[config.mk]
export PLATFORM = sky130hd
export DESIGN_NAME = serial_packet_deframer_top
export DESIGN_NICKNAME = d
export VERILOG_FILES = /design/src/spd_pkg.sv /design/src/serial_packet_deframer_top.sv /design/src/spd_out_skid.sv
export SDC_FILE = /design/constraint.sdc
export NUM_CORES = 1
export LEC_CHECK = 0
export BUFFER_PORTS_ARGS = -buffer_cell sky130_fd_sc_hd__buf_2
export CAP_MARGIN = 20
export CORE_ASPECT_RATIO = 1.2
export CORE_MARGIN = 5
export CORE_UTILIZATION = 55
export CTS_BUF_LIST = sky130_fd_sc_hd__clkbuf_16
export DETAILED_ROUTE_END_ITERATION = 16
export GPL_TIMING_DRIVEN = 1
export MAX_ROUTING_LAYER = met4
export PLACE_DENSITY = 0.82
export SKIP_CTS_REPAIR_TIMING = 1
export SLEW_MARGIN = 30
export SYNTH_ARGS = -nofsm -noshare
export SYNTH_HDL_FRONTEND = slang
export SYNTH_HIERARCHICAL = 1
export SYNTH_SLANG_ARGS = --single-unit
[constraint.sdc]
create_clock -name clk_i -period 9.01 [get_ports clk_i]
set_clock_uncertainty 0.1 [all_clocks]
set_input_delay 0.4505 -clock clk_i [delete_from_list [all_inputs] [get_ports clk_i]]
set_output_delay 0.4505 -clock clk_i [all_outputs]
set_load 0.02 [all_outputs]
[src/spd_pkg.sv]
// shared types and constants of the serial packet deframer
// no dependencies
`default_nettype none

package spd_pkg;

  localparam logic [23:0] SyncPatternReset = 24'h696E6F;

  localparam logic KindData    = 1'b0;
  localparam logic KindTrailer = 1'b1;

  localparam logic StatusOk       = 1'b0;
  localparam logic StatusMismatch = 1'b1;

  typedef struct packed {
    logic       item_kind;
    logic [7:0] pkt_address;
    logic [7:0] pkt_type;
    logic [7:0] payload_byte;
    logic [6:0] byte_index;
    logic [6:0] payload_length;
    logic       check_status;
    logic       last_of_packet;
  } spd_result_t;

endpackage

`default_nettype wire

[src/serial_packet_deframer_top.sv]
// serial packet deframer top level: pattern hunt, header and payload parse, checksum
// depends on spd_pkg and spd_out_skid
//
// usage
// input channel: one received byte per transfer on rx_byte_i (in_valid_i / in_ready_o)
// config channel: sync_pattern_i written on cfg_valid_i, always ready, first byte in 23:16
// output channel: one result per data byte and one trailer per packet (out_valid_o /
//   out_ready_i); a trailer carries check_status and last_of_packet set
// results are registered: a result is written into the result buffer when its byte is transferred
// throughput: one byte per cycle while in_ready_o is high; each byte is handled by a single
//   compare, 16-bit add and counter update between the input port and the result buffer
// stall: a two-entry result buffer keeps the input open while one result waits; in_ready_o
//   drops only while both entries are full and rises again once the receiver takes one
// reset: hunting for the start pattern, pattern 0x696E6F, checksum and history cleared,
//   result buffer empty
// bytes with no result (pattern, type, address, checksum) are taken at full rate while in_ready_o is high
`default_nettype none

module serial_packet_deframer_top (
  input  wire logic        clk_i,
  input  wire logic        rst_ni,
  input  wire logic        cfg_valid_i,
  output logic             cfg_ready_o,
  input  wire logic [23:0] sync_pattern_i,
  input  wire logic        in_valid_i,
  output logic             in_ready_o,
  input  wire logic [7:0]  rx_byte_i,
  output logic             out_valid_o,
  input  wire logic        out_ready_i,
  output logic             item_kind_o,
  output logic [7:0]       pkt_address_o,
  output logic [7:0]       pkt_type_o,
  output logic [7:0]       payload_byte_o,
  output logic [6:0]       byte_index_o,
  output logic [6:0]       payload_length_o,
  output logic             check_status_o,
  output logic             last_of_packet_o
);
  import spd_pkg::*;

  typedef enum logic [2:0] {
    PhHunt,
    PhType,
    PhAddr,
    PhData,
    PhCkHi,
    PhCkLo
  } phase_e;

  phase_e      phase_q, phase_d;
  logic [23:0] pattern_q, pattern_d;
  logic [15:0] recent_q, recent_d;
  logic [7:0]  type_q, type_d;
  logic [7:0]  addr_q, addr_d;
  logic [6:0]  length_q, length_d;
  logic [6:0]  count_q, count_d;
  logic [15:0] sum_q, sum_d;
  logic [7:0]  chk_hi_q, chk_hi_d;

  logic        in_xfer;
  logic        push;
  logic        space;
  spd_result_t res;
  spd_result_t out_data;

  logic [6:0]  len_wide;
  logic [23:0] window;
  logic [15:0] sum_add;
  logic [15:0] pattern_sum;
  logic [6:0]  count_inc;

  assign cfg_ready_o = 1'b1;
  assign in_ready_o  = space;
  assign in_xfer     = in_valid_i && space;

  assign len_wide    = {3'b000, rx_byte_i[6:3]} << rx_byte_i[2:1];
  assign window      = {recent_q, rx_byte_i};
  assign sum_add     = sum_q + {8'h00, rx_byte_i};
  assign pattern_sum = {8'h00, pattern_q[23:16]} + {8'h00, pattern_q[15:8]}
                     + {8'h00, pattern_q[7:0]};
  assign count_inc   = count_q + 7'd1;

  always_comb begin
    pattern_d = cfg_valid_i ? sync_pattern_i : pattern_q;
    phase_d   = phase_q;
    recent_d  = recent_q;
    type_d    = type_q;
    addr_d    = addr_q;
    length_d  = length_q;
    count_d   = count_q;
    sum_d     = sum_q;
    chk_hi_d  = chk_hi_q;
    push      = 1'b0;
    res                = '0;
    res.pkt_address    = addr_q;
    res.pkt_type       = type_q;
    res.payload_length = length_q;
    if (in_xfer) begin
      unique case (phase_q)
        PhType: begin
          type_d   = rx_byte_i;
          length_d = rx_byte_i[7] ? len_wide : 7'd0;
          sum_d    = sum_add;
          phase_d  = PhAddr;
        end
        PhAddr: begin
          addr_d  = rx_byte_i;
          sum_d   = sum_add;
          count_d = '0;
          phase_d = (length_q != 7'd0) ? PhData : PhCkHi;
        end
        PhData: begin
          sum_d              = sum_add;
          push               = 1'b1;
          res.item_kind      = KindData;
          res.payload_byte   = rx_byte_i;
          res.byte_index     = count_q;
          res.check_status   = StatusOk;
          res.last_of_packet = 1'b0;
          count_d            = count_inc;
          if (count_inc >= length_q) begin
            phase_d = PhCkHi;
          end
        end
        PhCkHi: begin
          chk_hi_d = rx_byte_i;
          phase_d  = PhCkLo;
        end
        PhCkLo: begin
          push               = 1'b1;
          res.item_kind      = KindTrailer;
          res.check_status   = ({chk_hi_q, rx_byte_i} != sum_q) ? StatusMismatch : StatusOk;
          res.last_of_packet = 1'b1;
          phase_d            = PhHunt;
          recent_d           = '0;
        end
        default: begin
          phase_d = PhHunt;
          if (window == pattern_q) begin
            sum_d    = pattern_sum;
            recent_d = '0;
            phase_d  = PhType;
          end else begin
            recent_d = window[15:0];
          end
        end
      endcase
    end
  end

  always_ff @(posedge clk_i or negedge rst_ni) begin
    if (!rst_ni) begin
      phase_q   <= PhHunt;
      pattern_q <= SyncPatternReset;
      recent_q  <= '0;
      type_q    <= '0;
      addr_q    <= '0;
      length_q  <= '0;
      count_q   <= '0;
      sum_q     <= '0;
      chk_hi_q  <= '0;
    end else begin
      phase_q   <= phase_d;
      pattern_q <= pattern_d;
      recent_q  <= recent_d;
      type_q    <= type_d;
      addr_q    <= addr_d;
      length_q  <= length_d;
      count_q   <= count_d;
      sum_q     <= sum_d;
      chk_hi_q  <= chk_hi_d;
    end
  end

  spd_out_skid u_out_skid (
    .clk_i       (clk_i),
    .rst_ni      (rst_ni),
    .push_i      (push),
    .push_data_i (res),
    .space_o     (space),
    .out_valid_o (out_valid_o),
    .out_ready_i (out_ready_i),
    .out_data_o  (out_data)
  );

  assign item_kind_o      = out_data.item_kind;
  assign pkt_address_o    = out_data.pkt_address;
  assign pkt_type_o       = out_data.pkt_type;
  assign payload_byte_o   = out_data.payload_byte;
  assign byte_index_o     = out_data.byte_index;
  assign payload_length_o = out_data.payload_length;
  assign check_status_o   = out_data.check_status;
  assign last_of_packet_o = out_data.last_of_packet;

`ifndef ASSERT_OFF
  a_data_within_length: assert property (@(posedge clk_i) disable iff (!rst_ni)
    (phase_q == PhData) |-> (count_q < length_q))
    else $error("data count past payload length");

  a_trailer_resets_hunt: assert property (@(posedge clk_i) disable iff (!rst_ni)
    (in_xfer && phase_q == PhCkLo) |=> (phase_q == PhHunt && recent_q == 16'h0000))
    else $error("hunt not resumed after trailer");

  a_length_range: assert property (@(posedge clk_i) disable iff (!rst_ni)
    length_q <= 7'd120)
    else $error("decoded length out of range");
`endif

endmodule

`default_nettype wire

[src/spd_out_skid.sv]
// two-entry result buffer: output register plus skid register
// depends on spd_pkg for the result type
`default_nettype none

module spd_out_skid (
  input  wire logic                clk_i,
  input  wire logic                rst_ni,
  input  wire logic                push_i,
  input  wire spd_pkg::spd_result_t push_data_i,
  output logic                     space_o,
  output logic                     out_valid_o,
  input  wire logic                out_ready_i,
  output spd_pkg::spd_result_t     out_data_o
);
  import spd_pkg::*;

  spd_result_t out_q, out_d;
  spd_result_t skid_q, skid_d;
  logic        out_valid_q, out_valid_d;
  logic        skid_valid_q, skid_valid_d;
  logic        pop;

  assign pop         = out_valid_q && out_ready_i;
  assign space_o     = !skid_valid_q;
  assign out_valid_o = out_valid_q;
  assign out_data_o  = out_q;

  always_comb begin
    out_d        = out_q;
    skid_d       = skid_q;
    out_valid_d  = out_valid_q;
    skid_valid_d = skid_valid_q;
    if (pop) begin
      if (skid_valid_q) begin
        out_d        = skid_q;
        skid_valid_d = 1'b0;
      end else if (push_i) begin
        out_d = push_data_i;
      end else begin
        out_valid_d = 1'b0;
      end
    end else if (push_i) begin
      if (!out_valid_q) begin
        out_d       = push_data_i;
        out_valid_d = 1'b1;
      end else begin
        skid_d       = push_data_i;
        skid_valid_d = 1'b1;
      end
    end
  end

  always_ff @(posedge clk_i or negedge rst_ni) begin
    if (!rst_ni) begin
      out_valid_q  <= 1'b0;
      skid_valid_q <= 1'b0;
    end else begin
      out_valid_q  <= out_valid_d;
      skid_valid_q <= skid_valid_d;
    end
  end

  always_ff @(posedge clk_i) begin
    out_q  <= out_d;
    skid_q <= skid_d;
  end

`ifndef ASSERT_OFF
  a_skid_implies_out: assert property (@(posedge clk_i) disable iff (!rst_ni)
    skid_valid_q |-> out_valid_q)
    else $error("skid entry held without output entry");

  a_no_push_when_full: assert property (@(posedge clk_i) disable iff (!rst_ni)
    skid_valid_q |-> !push_i)
    else $error("result pushed into full buffer");

  a_stall_holds: assert property (@(posedge clk_i) disable iff (!rst_ni)
    (out_valid_q && !out_ready_i) |=> (out_valid_q && $stable(out_q)))
    else $error("stalled result changed");

  a_skid_drains: assert property (@(posedge clk_i) disable iff (!rst_ni)
    (skid_valid_q && out_ready_i) |=> !skid_valid_q)
    else $error("skid entry not moved forward on transfer");
`endif

endmodule

`default_nettype wire
[After elaboration in Yosys (flattened, before gate mapping)]
Index checks and enable logic that the tools add are counted.
Cells by class
  $add $sub $neg: 4
  magnitude comparators: 1
  eq/ne operators: 11
  shift-type cells: 1
  muxes and demuxes: 31
  bitwise operators: 3
  reduce and logical (&&, ||, !) cells: 24
Operators by type and width (count)
  $mux W41: 5
  $pmux W16 S2: 2
  $mux W16: 2
  $mux W15: 2
  $eq A24 B24 Y1: 1
  $add A16 B8 Y16: 1
  $ne A16 B16 Y1: 1
  $pmux W3 S5: 1
  $pmux W7 S2: 1
  $reduce_and A2 Y1: 7
  $mux W1: 13
  $reduce_and A3 Y1: 4
  $add A9 B8 Y10: 1
  $reduce_bool A2 Y1: 5
  $add A8 B8 Y9: 1
  $ne A2 B2 Y1 const B: 4
  $add A7 B1 Y7 const B: 1
  $ge A7 B7 Y1: 1
  $mux W7: 1
  $reduce_bool A7 Y1: 1
  $shl A4 B2 Y7: 1
  $eq A3 B2 Y1 const B: 2
  $eq A3 B3 Y1 const B: 2
  $mux W3: 2
  8 further kinds: 13
Word-level totals
  flip-flop bits (word level): 181

[Logic depth before layout (Yosys ltp)]
  depth after elaboration: 7
  depth in mapped cells: 11
  mapped depth without buffers: 11

[By module]
The synthesis kept the hierarchy.
By module, submodules not included
  serial_packet_deframer_top: times used 1, cells an instance 547, area an instance 5773.0 µm²
  spd_out_skid: times used 1, cells an instance 139, area an instance 3106.7 µm²

[Worst setup path before layout]
OpenSTA, ideal clock, no wires.
  path kind: reg2reg
  start point: register u_out_skid.skid_valid_q
  end point: register u_out_skid.out_q, in the netlist u_out_skid/out_data_o[0], enable pin
  arrival time: 3.616 ns
  data required time: 8.457 ns
  path slack: 4.840 ns
  stages on the path, launching flop included: 8
  buffers on the path: 1
  path through: dfrtp_1 -> inv_1 -> and3b_1 -> and3_1 -> clkbuf_1 -> or2_2 -> a21oi_1 -> a21oi_1
On the way
  cells in the longest elaborated chain, start to end: 5
  elaborated cells on any way between the ends: 6
  classes of those cells: 1 x mux; 5 x reduce/logical
RTL lines
  start: declaration: RTL line spd_out_skid.sv:20  | logic skid_valid_q, skid_valid_d;
  start signal: assignment: RTL line spd_out_skid.sv:59  | skid_valid_q <= skid_valid_d;
  $logic_not A1 Y1 *: RTL line spd_out_skid.sv:24  | assign space_o = !skid_valid_q;
  named net in_ready_o: RTL line serial_packet_deframer_top.sv:26  | output logic in_ready_o,
  $logic_and A1 B1 Y1 *: RTL line serial_packet_deframer_top.sv:74  | assign in_xfer = in_valid_i && space;
  $mux W1 *: RTL line serial_packet_deframer_top.sv:98  | if (in_xfer) begin
  named net push: RTL line serial_packet_deframer_top.sv:61  | logic push;
  $reduce_bool A2 Y1 (no line)
  $reduce_and A3 Y1 (no line) *
  end signal: assignment: RTL line spd_out_skid.sv:64  | out_q <= out_d;
  end: declaration: RTL line spd_out_skid.sv:17  | spd_result_t out_q, out_d;
The timed path passes the listed nets; every way through them passes the cells marked *.
A chain may end at the register's enable or synchronous reset.

[Worst setup path after layout]
  start point: register pattern_q[9]
  end point: register sum_q[9]
On the way
  cells in the longest elaborated chain, start to end: 4
  elaborated cells on any way between the ends: 7
  classes of those cells: 2 x add/sub; 1 x eq/ne; 2 x mux; 2 x reduce/logical
RTL lines
  start: declaration: RTL line serial_packet_deframer_top.sv:51  | logic [23:0] pattern_q, pattern_d;
  start signal: assignment: RTL line serial_packet_deframer_top.sv:154  | pattern_q <= SyncPatternReset;
  start signal: assignment: RTL line serial_packet_deframer_top.sv:164  | pattern_q <= pattern_d;
  $add A8 B8 Y9: RTL line serial_packet_deframer_top.sv:79  | assign pattern_sum = {8'h00, pattern_q[23:16]} + {8'h00, pattern_q[15:8]}
  $add A9 B8 Y10: RTL line serial_packet_deframer_top.sv:80  | + {8'h00, pattern_q[7:0]};
  $mux W16: RTL line serial_packet_deframer_top.sv:139  | if (window == pattern_q) begin
  $pmux W16 S2: RTL line serial_packet_deframer_top.sv:99  | unique case (phase_q)
  end signal: assignment: RTL line serial_packet_deframer_top.sv:170  | sum_q <= sum_d;
  end: declaration: RTL line serial_packet_deframer_top.sv:57  | logic [15:0] sum_q, sum_d;
Parallel ways exist; a longest one is shown, timed or not. The select of a mux whose other input is x is not followed.

==> impl_metrics.csv <==
group,metric,value,unit
outcome,status,"finished, final reports clean",
critical_path,crit_cells,9,
floorplan,core_area,16100,um2
yosys,netlist_top_cells_area,"edfxtp_1, dfrtp_1, mux2_2",
yosys,yosys.area.top_type,"edfxtp_1",
global_routing,grt_pass1_vias,6069,
placement,port-buffer-count,79,
critical_path,crit-reg2reg-launch,"pattern_q[9]",
global_routing,antenna_found_initial,0,
routing,num_vias,5744,
yosys,syn_inst,686,
yosys,synthArstFlopShare,0.547,
critical_path,path_delay_family,"compound AO/OA/AOI/OAI gates",
critical_path,cpMaxStageDelayCell,"dfstp_2",
routing,vias_per_cell,5.84,
floorplan,fp.dieH,149,um
critical_path,crit_path_end,"sum_q[9]",
cts,cts_num_sinks,181,
critical_path,critPathMaxFanout,3,
final_layout,nets,829,
critical_path,cp-end-kind,"flop",
cts,path_clk_slew,0.07,ns
timing,relSlewSlack,0.388,
critical_path,required,9.23,ns
critical_path,max_stage_delay,0.57,ns
timing,worst_pin_slew,0.919,ns
yosys,syn-num-nets,758,
critical_path,crit_path_start_kind,"flop",
floorplan,start_util,0.552,
critical_path,rr_endpoint,"sum_q[9]",
cts,ctsLongestPathBuffers,2,
final_layout,regArea,4960,um2
floorplan,design.die.area,18800,um2
cts,clkLatencyLatePin,0.45,ns
yosys,synth_seq_area_share,0.558,
floorplan,rows,51,
yosys,synth_edf_count,82,
timing,grt_setup_unrepaired,"no",
timing,fin_ws,5.89,ns
worst_hold_path,hold_class,"primary input to flop",
timing,hold_violations,0,
placement,routabilityCongestion,0.929,
critical_path,cpMostUsedCell,"fa_1",
timing,finalCritPeriodShare,0.346,
yosys,yosysWarnings,6,
global_routing,grt_overflow,0,
timing,timing.fmax,321,MHz
yosys,netlist_area,8880,um2
critical_path,crit_buf_inv,0,
yosys,synth_area_per_cell,12.9,um2
floorplan,fp.dieW,126,um
critical_path,worstRegToRegCells,9,
yosys,synth-seq-cells,181,
power_and_ir_drop,power_density,278,nW/um2
critical_path,r2r_slack,5.89,ns
yosys,netlist-cell-type-count,79,
timing,finalSetupViolations,0,
placement,post-dp-hpwl,13.1,mm
global_routing,grt_max_degree,66,
global_routing,grt_pass1_wl,30.6,mm
routing,antenna_left,0,
placement,place_ws,5.93,ns
critical_path,critical_path.startpoint,"pattern_q[9]",
flow_run,max_cap_violations,0,
timing,final_max_slew_viol_count,0,
cts,cts-root-buf,"clkbuf_16",
routing,drc,0,
timing,setup_tns,0,ns
cts,cts_tree,"built",
final_layout,drive_gt1_frac,0.306,
critical_path,worstPathArrival,3.34,ns
routing,wl_per_cell,19.2,um
yosys,synth_flop_cell,"dfrtp_1",
critical_path,path_class,"flop to flop",
critical_path,crit_chain,"fa_1 > ha_1 > fa_1 > a211oi_1 > o21bai_1 > o31a_1 > a2bb2o_2 > a21oi_2 > a21oi_1",
final_layout,fillers,1260,
timing,min_period,3.12,ns
power_and_ir_drop,ir_drop,0.153,mV
routing,wl,18.9,mm
power_and_ir_drop,p_leak,4.16,nW
global_routing,grt_util_all_layers,0.215,
final_layout,syn_to_final_growth,12.9,%
cts,numCtsBuffers,17,
routing,drtIter0Drc,380,
cts,h-tree-depth,4,
routing,firstDrtPassIters,5,
yosys,yosysTopAreaCellShare,0.277,
floorplan,io-pin-count,81,
final_layout,multiInputGateArea,3640,um2
[flip-flops by register name (all words and copies together) (netlist names)]
name / flops
u_out_skid/skid_q: 41
u_out_skid/skid_valid_q: 1
addr_q: 8
sum_q: 16
recent_q: 16
length_q: 7
type_q: 8
pattern_q: 24
count_q: 7
u_out_skid/out_data_o: 41
u_out_skid/out_valid_o: 1
chk_hi_q: 8
phase_q: 3
[Yosys cell counts, types with 3 or more instances]
library cell and number:
dfrtp_1 84, edfxtp_1 82, mux2_2 75, nand2_1 52, xnor2_1 36, nor2_1 28
o21ai_0 27, inv_1 26, ha_1 25, a21oi_1 19, a22o_1 19, and2_1 15
dfstp_2 15, clkbuf_1 12, fa_1 10, nand3_1 10, a31oi_1 8, nand4_1 8
nor3_1 8, nand2b_1 7, xor2_1 7, o211ai_1 6, a211oi_1 5, a32o_1 5
buf_2 5, nor4_1 5, a21o_1 4, clkbuf_8 4, a41oi_1 3, and3_1 3
buf_6 3, clkbuf_2 3, mux2_4 3, mux2i_1 3, o21a_1 3, o21bai_1 3
o22ai_1 3, or2_2 3
[per-stage QoR]
step / std cells / hold slack [ns] / util / power (mW) / instance area (um2)
6_report: 983 / 0.109 / 0.623 / 2.79 / 10000
3_5_place_dp: 949 / 0.329 / 0.584 / 2.01 / 9400
4_1_cts: 981 / -0.145 / 0.623 / 2.79 / 10000
2_1_floorplan: 686 / 0.0549 / - / 1.80 / 8880
3_3_place_gp: 948 / 0.321 / 0.582 / 1.96 / 9360
5_1_grt: 982 / 0.123 / 0.623 / 2.94 / 10000
[how the worst min path moves through the flow]
stage | slack [ns] | from | cells past startpoint | endpoint
after global routing | 0.12 | sync_pattern_i[21] | 2 | pattern_q[21]
after detailed placement | 0.33 | rst_ni | 1 | pattern_q[12]
final | 0.11 | sync_pattern_i[7] | 3 | pattern_q[7]
after floorplan | 0.05 | rst_ni | 0 | addr_q[0]
after CTS | -0.15 | rst_ni | 1 | pattern_q[12]
after global placement | 0.32 | rst_ni | 1 | pattern_q[12]
[placed cells by master, fill, tap and decap left out, drive strengths merged, types with 4 or more instances in the layout]
cell      instances
a211oi            6
o21ai            28
a31o              4
clkbuf           17
a22o             19
nand3            11
nor2             29
xnor2            37
a41oi             4
and3              4
ha               25
inv              32
dfstp            15
a31oi             8
nor4              8
nor3              9
fa               10
a21oi            21
mux2             78
a21o              6
buf              81
o211ai            6
and2             15
xor2              7
a32o              5
clkinvlp          4
nand4             9
dfrtp            84
edfxtp           82
nand2            53
nand2b            7
[worst reg2reg max path: stages (launching register included)]
cell      delay (ns)
dfstp_2         0.57
fa_1            0.42
ha_1            0.25
fa_1            0.44
a211oi_1        0.31
o21bai_1        0.14
o31a_1          0.28
a2bb2o_2        0.28
a21oi_2         0.14
a21oi_1         0.05
[metal layers]
metal | GRT usage | up-vias | part of all wire
met5 | - | - | 0
met4 | 0.104 | 0 | 0.037
met1 | 0.245 | 2831 | 0.40
li1 | - | 2663 | -
met2 | 0.362 | 193 | 0.51
met3 | 0.0469 | 57 | 0.051
[where the power goes]
group	internal [mW]	switching (mW)
logic	0.382	0.464
registers	1.03	0.139
clock network	0.420	0.347
[layout make-up]
cell class	count	area share
tap	212	0.0265
timing repair buffer	82	0.0442
clock buffer	17	0.0424
antenna	1	0.000250
clock inverter	15	0.0188
inverter	26	0.00974
multi-input combinational	449	0.363
sequential	181	0.495
[logic make-up (layout without fill, tap and decap cells)]
group / after synthesis / in the layout / share of synthesized area
XOR/XNOR: 44 / 44 / 0.0442
flip-flops: 181 / 181 / 0.558
AND/OR/NAND/NOR: 155 / 155 / 0.0923
other: 1 / 2 / 0.000422
multiplexers: 81 / 81 / 0.104
adder cells (fa/ha/maj): 35 / 35 / 0.0578
buffers and inverters: 56 / 140 / 0.0335
AO/OA/AOI/OAI: 133 / 133 / 0.110
(Power assumes the default switching activity.)
